File: src/hdl/eols_pkg.sv
// Shared types and constants for the end-of-line detector and line splitter.
// Holds the input and result item structs and the character/terminator codes.
// No dependencies.
`default_nettype none
package eols_pkg;

  localparam int unsigned OFFSET_BITS_DEF = 24;
  localparam int unsigned FIELD_W         = 24;

  localparam logic [7:0] CH_CR   = 8'h0D;
  localparam logic [7:0] CH_LF   = 8'h0A;
  localparam logic [7:0] CH_ZERO = 8'h00;

  localparam logic [2:0] TERM_NONE = 3'd0;
  localparam logic [2:0] TERM_CR   = 3'd1;
  localparam logic [2:0] TERM_LF   = 3'd2;
  localparam logic [2:0] TERM_CRLF = 3'd3;
  localparam logic [2:0] TERM_ZERO = 3'd4;

  localparam logic [1:0] EOL_CR   = 2'd0;
  localparam logic [1:0] EOL_LF   = 2'd1;
  localparam logic [1:0] EOL_CRLF = 2'd2;

  localparam logic KIND_LINE    = 1'b0;
  localparam logic KIND_SUMMARY = 1'b1;

  // Most results one input item can cause
  localparam int unsigned MAX_RES = 3;

  typedef struct packed {
    logic [7:0] data_byte;
    logic       end_only;
    logic       last;
  } in_item_t;

  typedef struct packed {
    logic               kind;
    logic [FIELD_W-1:0] line_start;
    logic [FIELD_W-1:0] line_length;
    logic [2:0]         terminator;
    logic [FIELD_W-1:0] line_index;
    logic [1:0]         eol_type;
    logic [FIELD_W-1:0] cr_total;
    logic [FIELD_W-1:0] lf_total;
    logic [FIELD_W-1:0] crlf_total;
    logic [FIELD_W-1:0] zero_total;
    logic [FIELD_W-1:0] line_total;
    logic               last_result;
  } out_item_t;

endpackage
`default_nettype wire

File: src/hdl/eols_split.sv
// Line splitting state and per-item logic: offsets, pending CR, terminator
// counters and the end-of-file summary. Produces up to three results per item.
// Depends on eols_pkg.
`default_nettype none
module eols_split #(
  parameter int unsigned OFFSET_BITS = eols_pkg::OFFSET_BITS_DEF
) (
  input  wire logic                                    clk,
  input  wire logic                                    rst_n,
  input  wire logic                                    step,
  input  wire eols_pkg::in_item_t                      item,
  input  wire logic [1:0]                              dflt_eol,
  output eols_pkg::out_item_t [eols_pkg::MAX_RES-1:0]  res,
  output logic [1:0]                                   res_n
);

  localparam int unsigned FW = eols_pkg::FIELD_W;
  localparam int unsigned WX = (OFFSET_BITS > FW) ? OFFSET_BITS : FW;
  localparam logic [OFFSET_BITS-1:0] OFF_MAX = {OFFSET_BITS{1'b1}};
  localparam logic [OFFSET_BITS-1:0] OFF_ONE = OFFSET_BITS'(1);
  localparam logic [FW-1:0] CNT_MAX = {FW{1'b1}};

  typedef struct packed {
    logic [FW-1:0] cr;
    logic [FW-1:0] lf;
    logic [FW-1:0] crlf;
    logic [FW-1:0] zero;
    logic [FW-1:0] lines;
  } cnt_t;

  logic                   pcr_r, pcr_nxt;
  logic [OFFSET_BITS-1:0] pos_r, pos_nxt;
  logic [OFFSET_BITS-1:0] st_r, st_nxt;
  cnt_t                   cnt_r, cnt_nxt;

  function automatic logic [OFFSET_BITS-1:0] inc_off(input logic [OFFSET_BITS-1:0] v);
    return (v == OFF_MAX) ? v : v + 1'b1;
  endfunction

  function automatic logic [OFFSET_BITS-1:0] diff0(input logic [OFFSET_BITS-1:0] a,
                                                   input logic [OFFSET_BITS-1:0] b);
    return (a >= b) ? a - b : '0;
  endfunction

  function automatic logic [FW-1:0] to_field(input logic [OFFSET_BITS-1:0] v);
    logic [WX-1:0] t;
    t = WX'(v);
    return t[FW-1:0];
  endfunction

  function automatic logic [FW-1:0] inc_cnt(input logic [FW-1:0] v);
    return (v == CNT_MAX) ? v : v + 1'b1;
  endfunction

  function automatic cnt_t bump(input cnt_t c, input logic [2:0] term);
    cnt_t r;
    r = c;
    r.lines = inc_cnt(c.lines);
    case (term)
      eols_pkg::TERM_CR:   r.cr   = inc_cnt(c.cr);
      eols_pkg::TERM_LF:   r.lf   = inc_cnt(c.lf);
      eols_pkg::TERM_CRLF: r.crlf = inc_cnt(c.crlf);
      eols_pkg::TERM_ZERO: r.zero = inc_cnt(c.zero);
      default:             r.lines = r.lines;
    endcase
    return r;
  endfunction

  function automatic eols_pkg::out_item_t mk_line(input logic [OFFSET_BITS-1:0] st,
                                                  input logic [OFFSET_BITS-1:0] len,
                                                  input logic [2:0] term,
                                                  input logic [FW-1:0] idx);
    eols_pkg::out_item_t r;
    r             = '0;
    r.kind        = eols_pkg::KIND_LINE;
    r.line_start  = to_field(st);
    r.line_length = to_field(len);
    r.terminator  = term;
    r.line_index  = idx;
    return r;
  endfunction

  // Majority rule; the CRLF check overrides the CR check
  function automatic logic [1:0] decide(input cnt_t c, input logic [1:0] dflt);
    logic [1:0] t;
    t = (dflt == 2'd3) ? eols_pkg::EOL_LF : dflt;
    if (c.cr > c.lf) begin
      if (c.cr > c.crlf) t = eols_pkg::EOL_CR;
      if (c.crlf > c.lf) t = eols_pkg::EOL_CRLF;
    end else begin
      if (c.lf > c.crlf) t = eols_pkg::EOL_LF;
      if (c.crlf > c.lf) t = eols_pkg::EOL_CRLF;
    end
    return t;
  endfunction

  always_comb begin
    logic [OFFSET_BITS-1:0] q;
    logic [OFFSET_BITS-1:0] st;
    logic                   pcr;
    logic                   consumed;
    cnt_t                   c;
    logic [1:0]             n;
    eols_pkg::out_item_t    sm;
    q        = pos_r;
    st       = st_r;
    pcr      = pcr_r;
    c        = cnt_r;
    consumed = 1'b0;
    n        = '0;
    res      = '0;
    sm       = '0;
    if (!item.end_only) begin
      if (pcr) begin
        pcr = 1'b0;
        if (item.data_byte == eols_pkg::CH_LF) begin
          res[n] = mk_line(st, diff0(diff0(q, OFF_ONE), st), eols_pkg::TERM_CRLF, c.lines);
          c = bump(c, eols_pkg::TERM_CRLF);
          n = n + 2'd1;
          st = inc_off(q);
          consumed = 1'b1;
        end else begin
          res[n] = mk_line(st, diff0(diff0(q, OFF_ONE), st), eols_pkg::TERM_CR, c.lines);
          c = bump(c, eols_pkg::TERM_CR);
          n = n + 2'd1;
          st = q;
        end
      end
      if (!consumed) begin
        if (item.data_byte == eols_pkg::CH_ZERO) begin
          res[n] = mk_line(st, diff0(q, st), eols_pkg::TERM_ZERO, c.lines);
          c = bump(c, eols_pkg::TERM_ZERO);
          n = n + 2'd1;
          st = inc_off(q);
        end else if (item.data_byte == eols_pkg::CH_CR) begin
          pcr = 1'b1;
        end else if (item.data_byte == eols_pkg::CH_LF) begin
          res[n] = mk_line(st, diff0(q, st), eols_pkg::TERM_LF, c.lines);
          c = bump(c, eols_pkg::TERM_LF);
          n = n + 2'd1;
          st = inc_off(q);
        end
      end
      q = inc_off(q);
    end
    if (item.last) begin
      // Close a held CR, else flush an unterminated tail
      if (pcr) begin
        pcr = 1'b0;
        res[n] = mk_line(st, diff0(diff0(q, OFF_ONE), st), eols_pkg::TERM_CR, c.lines);
        c = bump(c, eols_pkg::TERM_CR);
        n = n + 2'd1;
        st = q;
      end else if (q > st) begin
        res[n] = mk_line(st, q - st, eols_pkg::TERM_NONE, c.lines);
        c = bump(c, eols_pkg::TERM_NONE);
        n = n + 2'd1;
      end
      sm.kind        = eols_pkg::KIND_SUMMARY;
      sm.eol_type    = decide(c, dflt_eol);
      sm.cr_total    = c.cr;
      sm.lf_total    = c.lf;
      sm.crlf_total  = c.crlf;
      sm.zero_total  = c.zero;
      sm.line_total  = c.lines;
      sm.last_result = 1'b1;
      res[n] = sm;
      n = n + 2'd1;
      // File done: drop back to reset state
      pcr = 1'b0;
      q   = '0;
      st  = '0;
      c   = '0;
    end
    res_n   = n;
    pcr_nxt = pcr;
    pos_nxt = q;
    st_nxt  = st;
    cnt_nxt = c;
  end

  always_ff @(posedge clk) begin
    if (!rst_n) begin
      pcr_r <= 1'b0;
      pos_r <= '0;
      st_r  <= '0;
      cnt_r <= '0;
    end else if (step) begin
      pcr_r <= pcr_nxt;
      pos_r <= pos_nxt;
      st_r  <= st_nxt;
      cnt_r <= cnt_nxt;
    end
  end

`ifndef SYNTHESIS
  a_last_gives_summary: assert property (@(posedge clk) disable iff (!rst_n)
    step && item.last |-> res_n != 2'd0 && res[res_n - 2'd1].kind == eols_pkg::KIND_SUMMARY)
    else $error("last item without trailing summary");
  a_plain_item_short: assert property (@(posedge clk) disable iff (!rst_n)
    step && !item.last |-> res_n <= 2'd2)
    else $error("non-final item produced too many results");
  a_file_cleared: assert property (@(posedge clk) disable iff (!rst_n)
    step && item.last |=> pos_r == '0 && st_r == '0 && !pcr_r && cnt_r.lines == '0)
    else $error("file state not cleared after last item");
`endif

endmodule
`default_nettype wire

File: src/hdl/eols_rq.sv
// Result queue: four entries, takes up to three results in one cycle and
// hands out one per cycle while out_ready is high. Depends on eols_pkg.
`default_nettype none
module eols_rq (
  input  wire logic                                    clk,
  input  wire logic                                    rst_n,
  input  wire eols_pkg::out_item_t [eols_pkg::MAX_RES-1:0] push_data,
  input  wire logic [1:0]                              push_n,
  output logic                                         room,
  output logic                                         out_valid,
  input  wire logic                                    out_ready,
  output eols_pkg::out_item_t                          out_item
);

  localparam int unsigned DEPTH = 4;
  localparam int unsigned AW    = $clog2(DEPTH);

  eols_pkg::out_item_t q_r [DEPTH];
  logic [AW-1:0]       wr_r, wr_nxt;
  logic [AW-1:0]       rd_r, rd_nxt;
  logic [AW:0]         cnt_r, cnt_nxt;
  logic                pop;

  assign out_valid = (cnt_r != '0);
  assign out_item  = q_r[rd_r];
  assign pop       = out_valid && out_ready;
  // Room for a full burst of results once this cycle's pop is counted
  assign room      = (cnt_r <= (AW+1)'(1)) || (cnt_r == (AW+1)'(2) && pop);

  always_comb begin
    wr_nxt  = wr_r + AW'(push_n);
    rd_nxt  = rd_r + AW'(pop);
    cnt_nxt = cnt_r + (AW+1)'(push_n) - (AW+1)'(pop);
  end

  always_ff @(posedge clk) begin
    if (!rst_n) begin
      wr_r  <= '0;
      rd_r  <= '0;
      cnt_r <= '0;
    end else begin
      wr_r  <= wr_nxt;
      rd_r  <= rd_nxt;
      cnt_r <= cnt_nxt;
    end
  end

  always_ff @(posedge clk) begin
    for (int i = 0; i < eols_pkg::MAX_RES; i++) begin
      if (2'(i) < push_n) begin
        q_r[wr_r + AW'(i)] <= push_data[i];
      end
    end
  end

`ifndef SYNTHESIS
  a_cnt_bound: assert property (@(posedge clk) disable iff (!rst_n)
    cnt_r <= (AW+1)'(DEPTH))
    else $error("result queue overfilled");
  a_push_room: assert property (@(posedge clk) disable iff (!rst_n)
    push_n != 2'd0 |-> room)
    else $error("results pushed without room");
  a_ptr_gap: assert property (@(posedge clk) disable iff (!rst_n)
    cnt_r != (AW+1)'(DEPTH) |-> AW'(wr_r - rd_r) == cnt_r[AW-1:0])
    else $error("queue pointers disagree with count");
`endif

endmodule
`default_nettype wire

File: src/hdl/eol_detect_line_splitter_unit.sv
// Throughput: one item per cycle while out_ready is high and items give at
//   most one result each; the four-entry result queue drains one result per
//   cycle while out_ready is high, so an item that gives two or three results
//   holds the input until the queue has room.
// Reset: synchronous active-low rst_n clears file state, queue and input stage;
//   the default end-of-line type returns to LF.
`default_nettype none
module eol_detect_line_splitter_unit #(
  parameter int unsigned OFFSET_BITS = eols_pkg::OFFSET_BITS_DEF
) (
  input  wire logic                clk,
  input  wire logic                rst_n,
  input  wire logic                in_valid,
  output logic                     in_ready,
  input  wire eols_pkg::in_item_t  in_item,
  output logic                     out_valid,
  input  wire logic                out_ready,
  output eols_pkg::out_item_t      out_item,
  input  wire logic                cfg_wr_en,
  input  wire logic [1:0]          cfg_wr_data
);

  logic                v_r, v_nxt;
  eols_pkg::in_item_t  item_r;
  logic [1:0]          dflt_r;
  logic                room;
  logic                adv;
  logic                fire;
  eols_pkg::out_item_t [eols_pkg::MAX_RES-1:0] res;
  logic [1:0]          res_n;
  logic [1:0]          push_n;

  assign adv      = v_r && room;
  assign in_ready = !v_r || adv;
  assign fire     = in_valid && in_ready;
  assign push_n   = adv ? res_n : 2'd0;

  always_comb begin
    v_nxt = v_r;
    if (fire) begin
      v_nxt = 1'b1;
    end else if (adv) begin
      v_nxt = 1'b0;
    end
  end

  always_ff @(posedge clk) begin
    if (!rst_n) begin
      v_r    <= 1'b0;
      dflt_r <= eols_pkg::EOL_LF;
    end else begin
      v_r <= v_nxt;
      if (cfg_wr_en) begin
        dflt_r <= cfg_wr_data;
      end
    end
  end

  // Hold the item until the split stage takes it
  always_ff @(posedge clk) begin
    if (fire) begin
      item_r <= in_item;
    end
  end

  eols_split #(
    .OFFSET_BITS(OFFSET_BITS)
  ) u_split (
    .clk      (clk),
    .rst_n    (rst_n),
    .step     (adv),
    .item     (item_r),
    .dflt_eol (dflt_r),
    .res      (res),
    .res_n    (res_n)
  );

  eols_rq u_rq (
    .clk       (clk),
    .rst_n     (rst_n),
    .push_data (res),
    .push_n    (push_n),
    .room      (room),
    .out_valid (out_valid),
    .out_ready (out_ready),
    .out_item  (out_item)
  );

`ifndef SYNTHESIS
  a_stage_holds: assert property (@(posedge clk) disable iff (!rst_n)
    v_r && !room |=> v_r && $stable(item_r))
    else $error("input stage lost a waiting item");
  a_no_accept_when_full: assert property (@(posedge clk) disable iff (!rst_n)
    v_r && !room |-> !in_ready)
    else $error("input accepted while stage is blocked");
  a_adv_pushes: assert property (@(posedge clk) disable iff (!rst_n)
    adv && item_r.last |-> push_n != 2'd0)
    else $error("final item advanced with no results");
`endif

endmodule
`default_nettype wire

File: config.mk
export PLATFORM = sky130hd
export DESIGN_NAME = eol_detect_line_splitter_unit
export DESIGN_NICKNAME = d
export VERILOG_FILES = /design/src/hdl/eols_pkg.sv /design/src/hdl/eols_split.sv /design/src/hdl/eols_rq.sv /design/src/hdl/eol_detect_line_splitter_unit.sv
export SDC_FILE = /design/constraint.sdc
export NUM_CORES = 2
export LEC_CHECK = 0
export BUFFER_PORTS_ARGS = -buffer_cell sky130_fd_sc_hd__buf_2
export CAP_MARGIN = 20
export CORE_ASPECT_RATIO = 2
export CORE_MARGIN = 2
export CORE_UTILIZATION = 40
export CTS_BUF_LIST = sky130_fd_sc_hd__clkbuf_4
export DETAILED_ROUTE_END_ITERATION = 12
export HOLD_SLACK_MARGIN = 0.05
export SYNTH_ARGS = -nofsm -noshare
export SYNTH_HDL_FRONTEND = slang
export SYNTH_SLANG_ARGS = --single-unit
File: constraint.sdc
create_clock -name clk -period 28.7 [get_ports clk]
set_input_delay 2.87 -clock clk [delete_from_list [all_inputs] [get_ports clk]]
set_output_delay 2.87 -clock clk [all_outputs]
set_load 0.005 [all_outputs]
==> results.txt <==
Final Skew = 0.187 ns
flops & latches, synth = 981
number of enable-type register cells in the synthesized netlist = 802
Worst Setup Start Kind = register
worst-case headroom to the max-slew limit = -0.0101
Seq/Total Area, Yosys = 0.445
Clk Latency, worst-skew pair = 1.22 ns
critical path's largest stage delay = 0.95 ns
minimum setup slack among reg-to-reg paths = 16.57 ns
clock sink total = 981
endpoint type of the worst setup path = register
Total Die Area = 159000 µm²
Post-CTS Hold Buffers = 0
vias = 56522
violated checks = max-slew violations
CP Buf/Inv Count = 5
count of different cell masters after synthesis = 104
run status = complete, but fails checks
number of CTS-inserted buffers = 228
Peak VDD IR = 64.2 µV
Top Family by Delay on Critical Path = compound AO/OA/AOI/OAI gates
Syn Nets = 6514
leakage power = 24.0 nW
area fraction in and, or, nand and nor cells after synthesis = 0.171
number of placement rows = 204
compound-gate portion of the synthesized area = 0.178
max_cap viols = 0
proportion of register bits with asynchronous set or reset after synthesis = 0
wire length of the first global-routing pass = 419000 µm
number of primary I/O pins = 218
cell type of the slowest stage on the worst timing path = sky130_fd_sc_hd__a21oi_1
post-synthesis instance total = 6299
Remaining Overflow, GRT = 0
largest family of logic cells by synthesized area = compound AO/OA/AOI/OAI gates
fraction of layout instances using a drive strength above 1 = 0.166
number of endpoints failing setup at the final stage = 0
largest buffer count on any clock path = 4
depth of the worst register-to-register path = 33
endpoint of the lowest-slack register-to-register path = u_rq.q_r[3][104]
proportion of synthesized area in mux cells = 0.0826
weighted congestion reported at the end of routability-driven placement = 1.05
xor/xnor share of the synthesized area = 0.0438
class of the tightest hold or removal check = register to register
router iterations before antenna repair = 6
vias in the first global route = 55406
top library cells by usage in the layout, fill and taps aside = sky130_fd_sc_hd__nor2_1 (825), sky130_fd_sc_hd__edfxtp_1 (802), sky130_fd_sc_hd__nand2_1 (531)
Critical R2R Launch = u_split.pos_r[21]
synthesized area per cell = 9.88 µm²
top flip-flop cell by instance count after synthesis = sky130_fd_sc_hd__edfxtp_1
CTS tree = yes
drt wl/cell = 34.4 µm
RSZ-0062 raised after global routing = no
Crit. Startpoint = u_split.pos_r[21]
Fin. Hold Viols = 0
count of antenna-violating nets left after detailed routing = 0
Power Density = 58.7 nW/µm²
antenna violations before repair = 14
global-route total usage across every layer = 0.378
starting DRC count in detailed routing = 6093
Total Neg Setup Slack = 0 ns
critical path required time = 29.53 ns
startpoint-to-endpoint class of the critical path = register to register
worst slack, placed = 16.85 ns
CP most frequent cell = sky130_fd_sc_hd__nor2_1
max frequency = 82.4 MHz
most common cell after layout, fill and taps aside = sky130_fd_sc_hd__nor2_1
largest net degree at the start of global routing = 136
minimum setup slack in the final design = 16.57 ns
Tightest Pin Transition = 1.52 ns
synthesized-area fraction occupied by adder cells = 0.0406
Clock Tree Root = sky130_fd_sc_hd__clkbuf_4
highest fanout seen on the critical path = 60
fill cell count = 14887
number of design rule violations left after detail routing = 0
sum of net half-perimeters after detailed placement = 208000 µm
number of logic stages on the critical path including buffering = 33
PostCTS Resize Cnt = 0
final layout net count = 6723
post-synthesis to final-layout area growth = 11.1%
Total Wirelength = 301000 µm
floorplan die width = 283 µm
core area = 154000 µm²
Initial Utilization = 0.403
Period minus WS final = 12.13 ns
smallest hold slack = 0.543 ns
yosys synthesis warning count = 0
Final Max Tran Viols = 4
CTS H-tree depth = 4
IO Port Bufs = 217
clock-pin slew on the worst setup and hold paths = 0.07 ns
Worst setup endpoint = u_rq.q_r[3][104]
arrival time of the worst setup path = 12.96 ns
share of the cycle needed by the critical path after routing = 0.423
post-synthesis cell area = 62200 µm²
number of vias per cell = 6.45
post-CTS setup buffer count = 0
Chip Height = 562 µm
==> cell usage after synthesis (173+ instances only) <==
master,number,share of area
sky130_fd_sc_hd__nand2_1,538,0.032
sky130_fd_sc_hd__dfxtp_1,179,0.058
sky130_fd_sc_hd__a22oi_1,245,0.030
sky130_fd_sc_hd__edfxtp_1,802,0.39
sky130_fd_sc_hd__xnor2_1,182,0.026
sky130_fd_sc_hd__inv_1,173,0.010
sky130_fd_sc_hd__nor2_1,835,0.050
sky130_fd_sc_hd__o21ai_0,446,0.036
sky130_fd_sc_hd__clkbuf_1,326,0.020
sky130_fd_sc_hd__ha_1,193,0.039
sky130_fd_sc_hd__a21oi_1,237,0.019
sky130_fd_sc_hd__mux4_2,198,0.072
==> flip-flops by register name (all words and copies together) (netlist names) <==
register,flops
u_rq.q_r,792
u_split.cnt_r,120
u_split.pos_r,24
u_split.st_r,24
item_r,10
u_rq.cnt_r,3
dflt_r,2
u_rq.rd_r,2
u_rq.wr_r,2
u_split.pcr_r,1
v_r,1
==> final cells by class <==
class                      instances  area (µm²)  share of cell area
tap                             2060        2580              0.0373
sequential                       981       27700               0.400
clock buffer                     317        2380              0.0344
timing repair buffer             427        2810              0.0406
clock inverter                    96         526             0.00760
multi-input combinational       4688       32400               0.469
antenna                           14        35.0            0.000507
inverter                         182         683             0.00988
==> worst min-delay path by stage <==
stage / startpoint / endpoint / slack [ns] / cells past startpoint
after floorplan: dflt_r[0] / dflt_r[0] / 0.47 / 2
after global placement: dflt_r[1] / dflt_r[1] / 0.50 / 2
after detailed placement: u_split.cnt_r[42] / u_split.cnt_r[42] / 0.53 / 2
after CTS: u_split.cnt_r[42] / u_split.cnt_r[42] / 0.54 / 2
after global routing: u_split.cnt_r[90] / u_split.cnt_r[90] / 0.57 / 2
final: u_split.cnt_r[42] / u_split.cnt_r[42] / 0.54 / 2
==> metal layers <==
metal | track usage | vias to the layer above | wire length (µm)
li1 | - | 24219 | -
met1 | 0.363 | 27972 | 92600
met2 | 0.620 | 3169 | 145000
met3 | 0.0880 | 1158 | 21500
met4 | 0.433 | 4 | 42400
met5 | 0 | - | 27
==> worst reg2reg max path, delay by kind of cell, from the launching register on <==
family / cells / cell delay (ns)
compound gates: 12 / 4.46
simple gates: 12 / 3.39
buf+inv: 5 / 2.25
fa+ha+maj: 3 / 0.97
flops: 1 / 0.67
xor+xnor: 1 / 0.09
==> cells by family after synthesis <==
| kind of cell | Yosys count |
|---|---|
| xor+xnor | 311 |
| fa+ha+maj | 199 |
| flops | 981 |
| mux | 263 |
| buf+inv | 630 |
| compound gates | 1655 |
| simple gates | 2260 |
==> power breakdown <==
| part | switching [W] | total [W] | internal (W) |
|---|---|---|---|
| combinational | 0.000839 | 0.00128 | 0.000437 |
| sequential | 0.0000317 | 0.00162 | 0.00159 |
| clock | 0.000600 | 0.00116 | 0.000557 |
==> metrics by stage <==
stage	utilization	instance area (µm²)	cells	power, W
2_1_floorplan	-	62200	6299	0.00234
3_5_place_dp	0.426	65800	8304	0.00288
4_1_cts	0.445	68700	8717	0.00403
5_1_grt	0.447	69100	8754	0.00418
3_3_place_gp	0.426	65700	8300	0.00288
6_report	0.448	69100	8765	0.00405
Note: power is estimated with default switching activity, not from simulation.
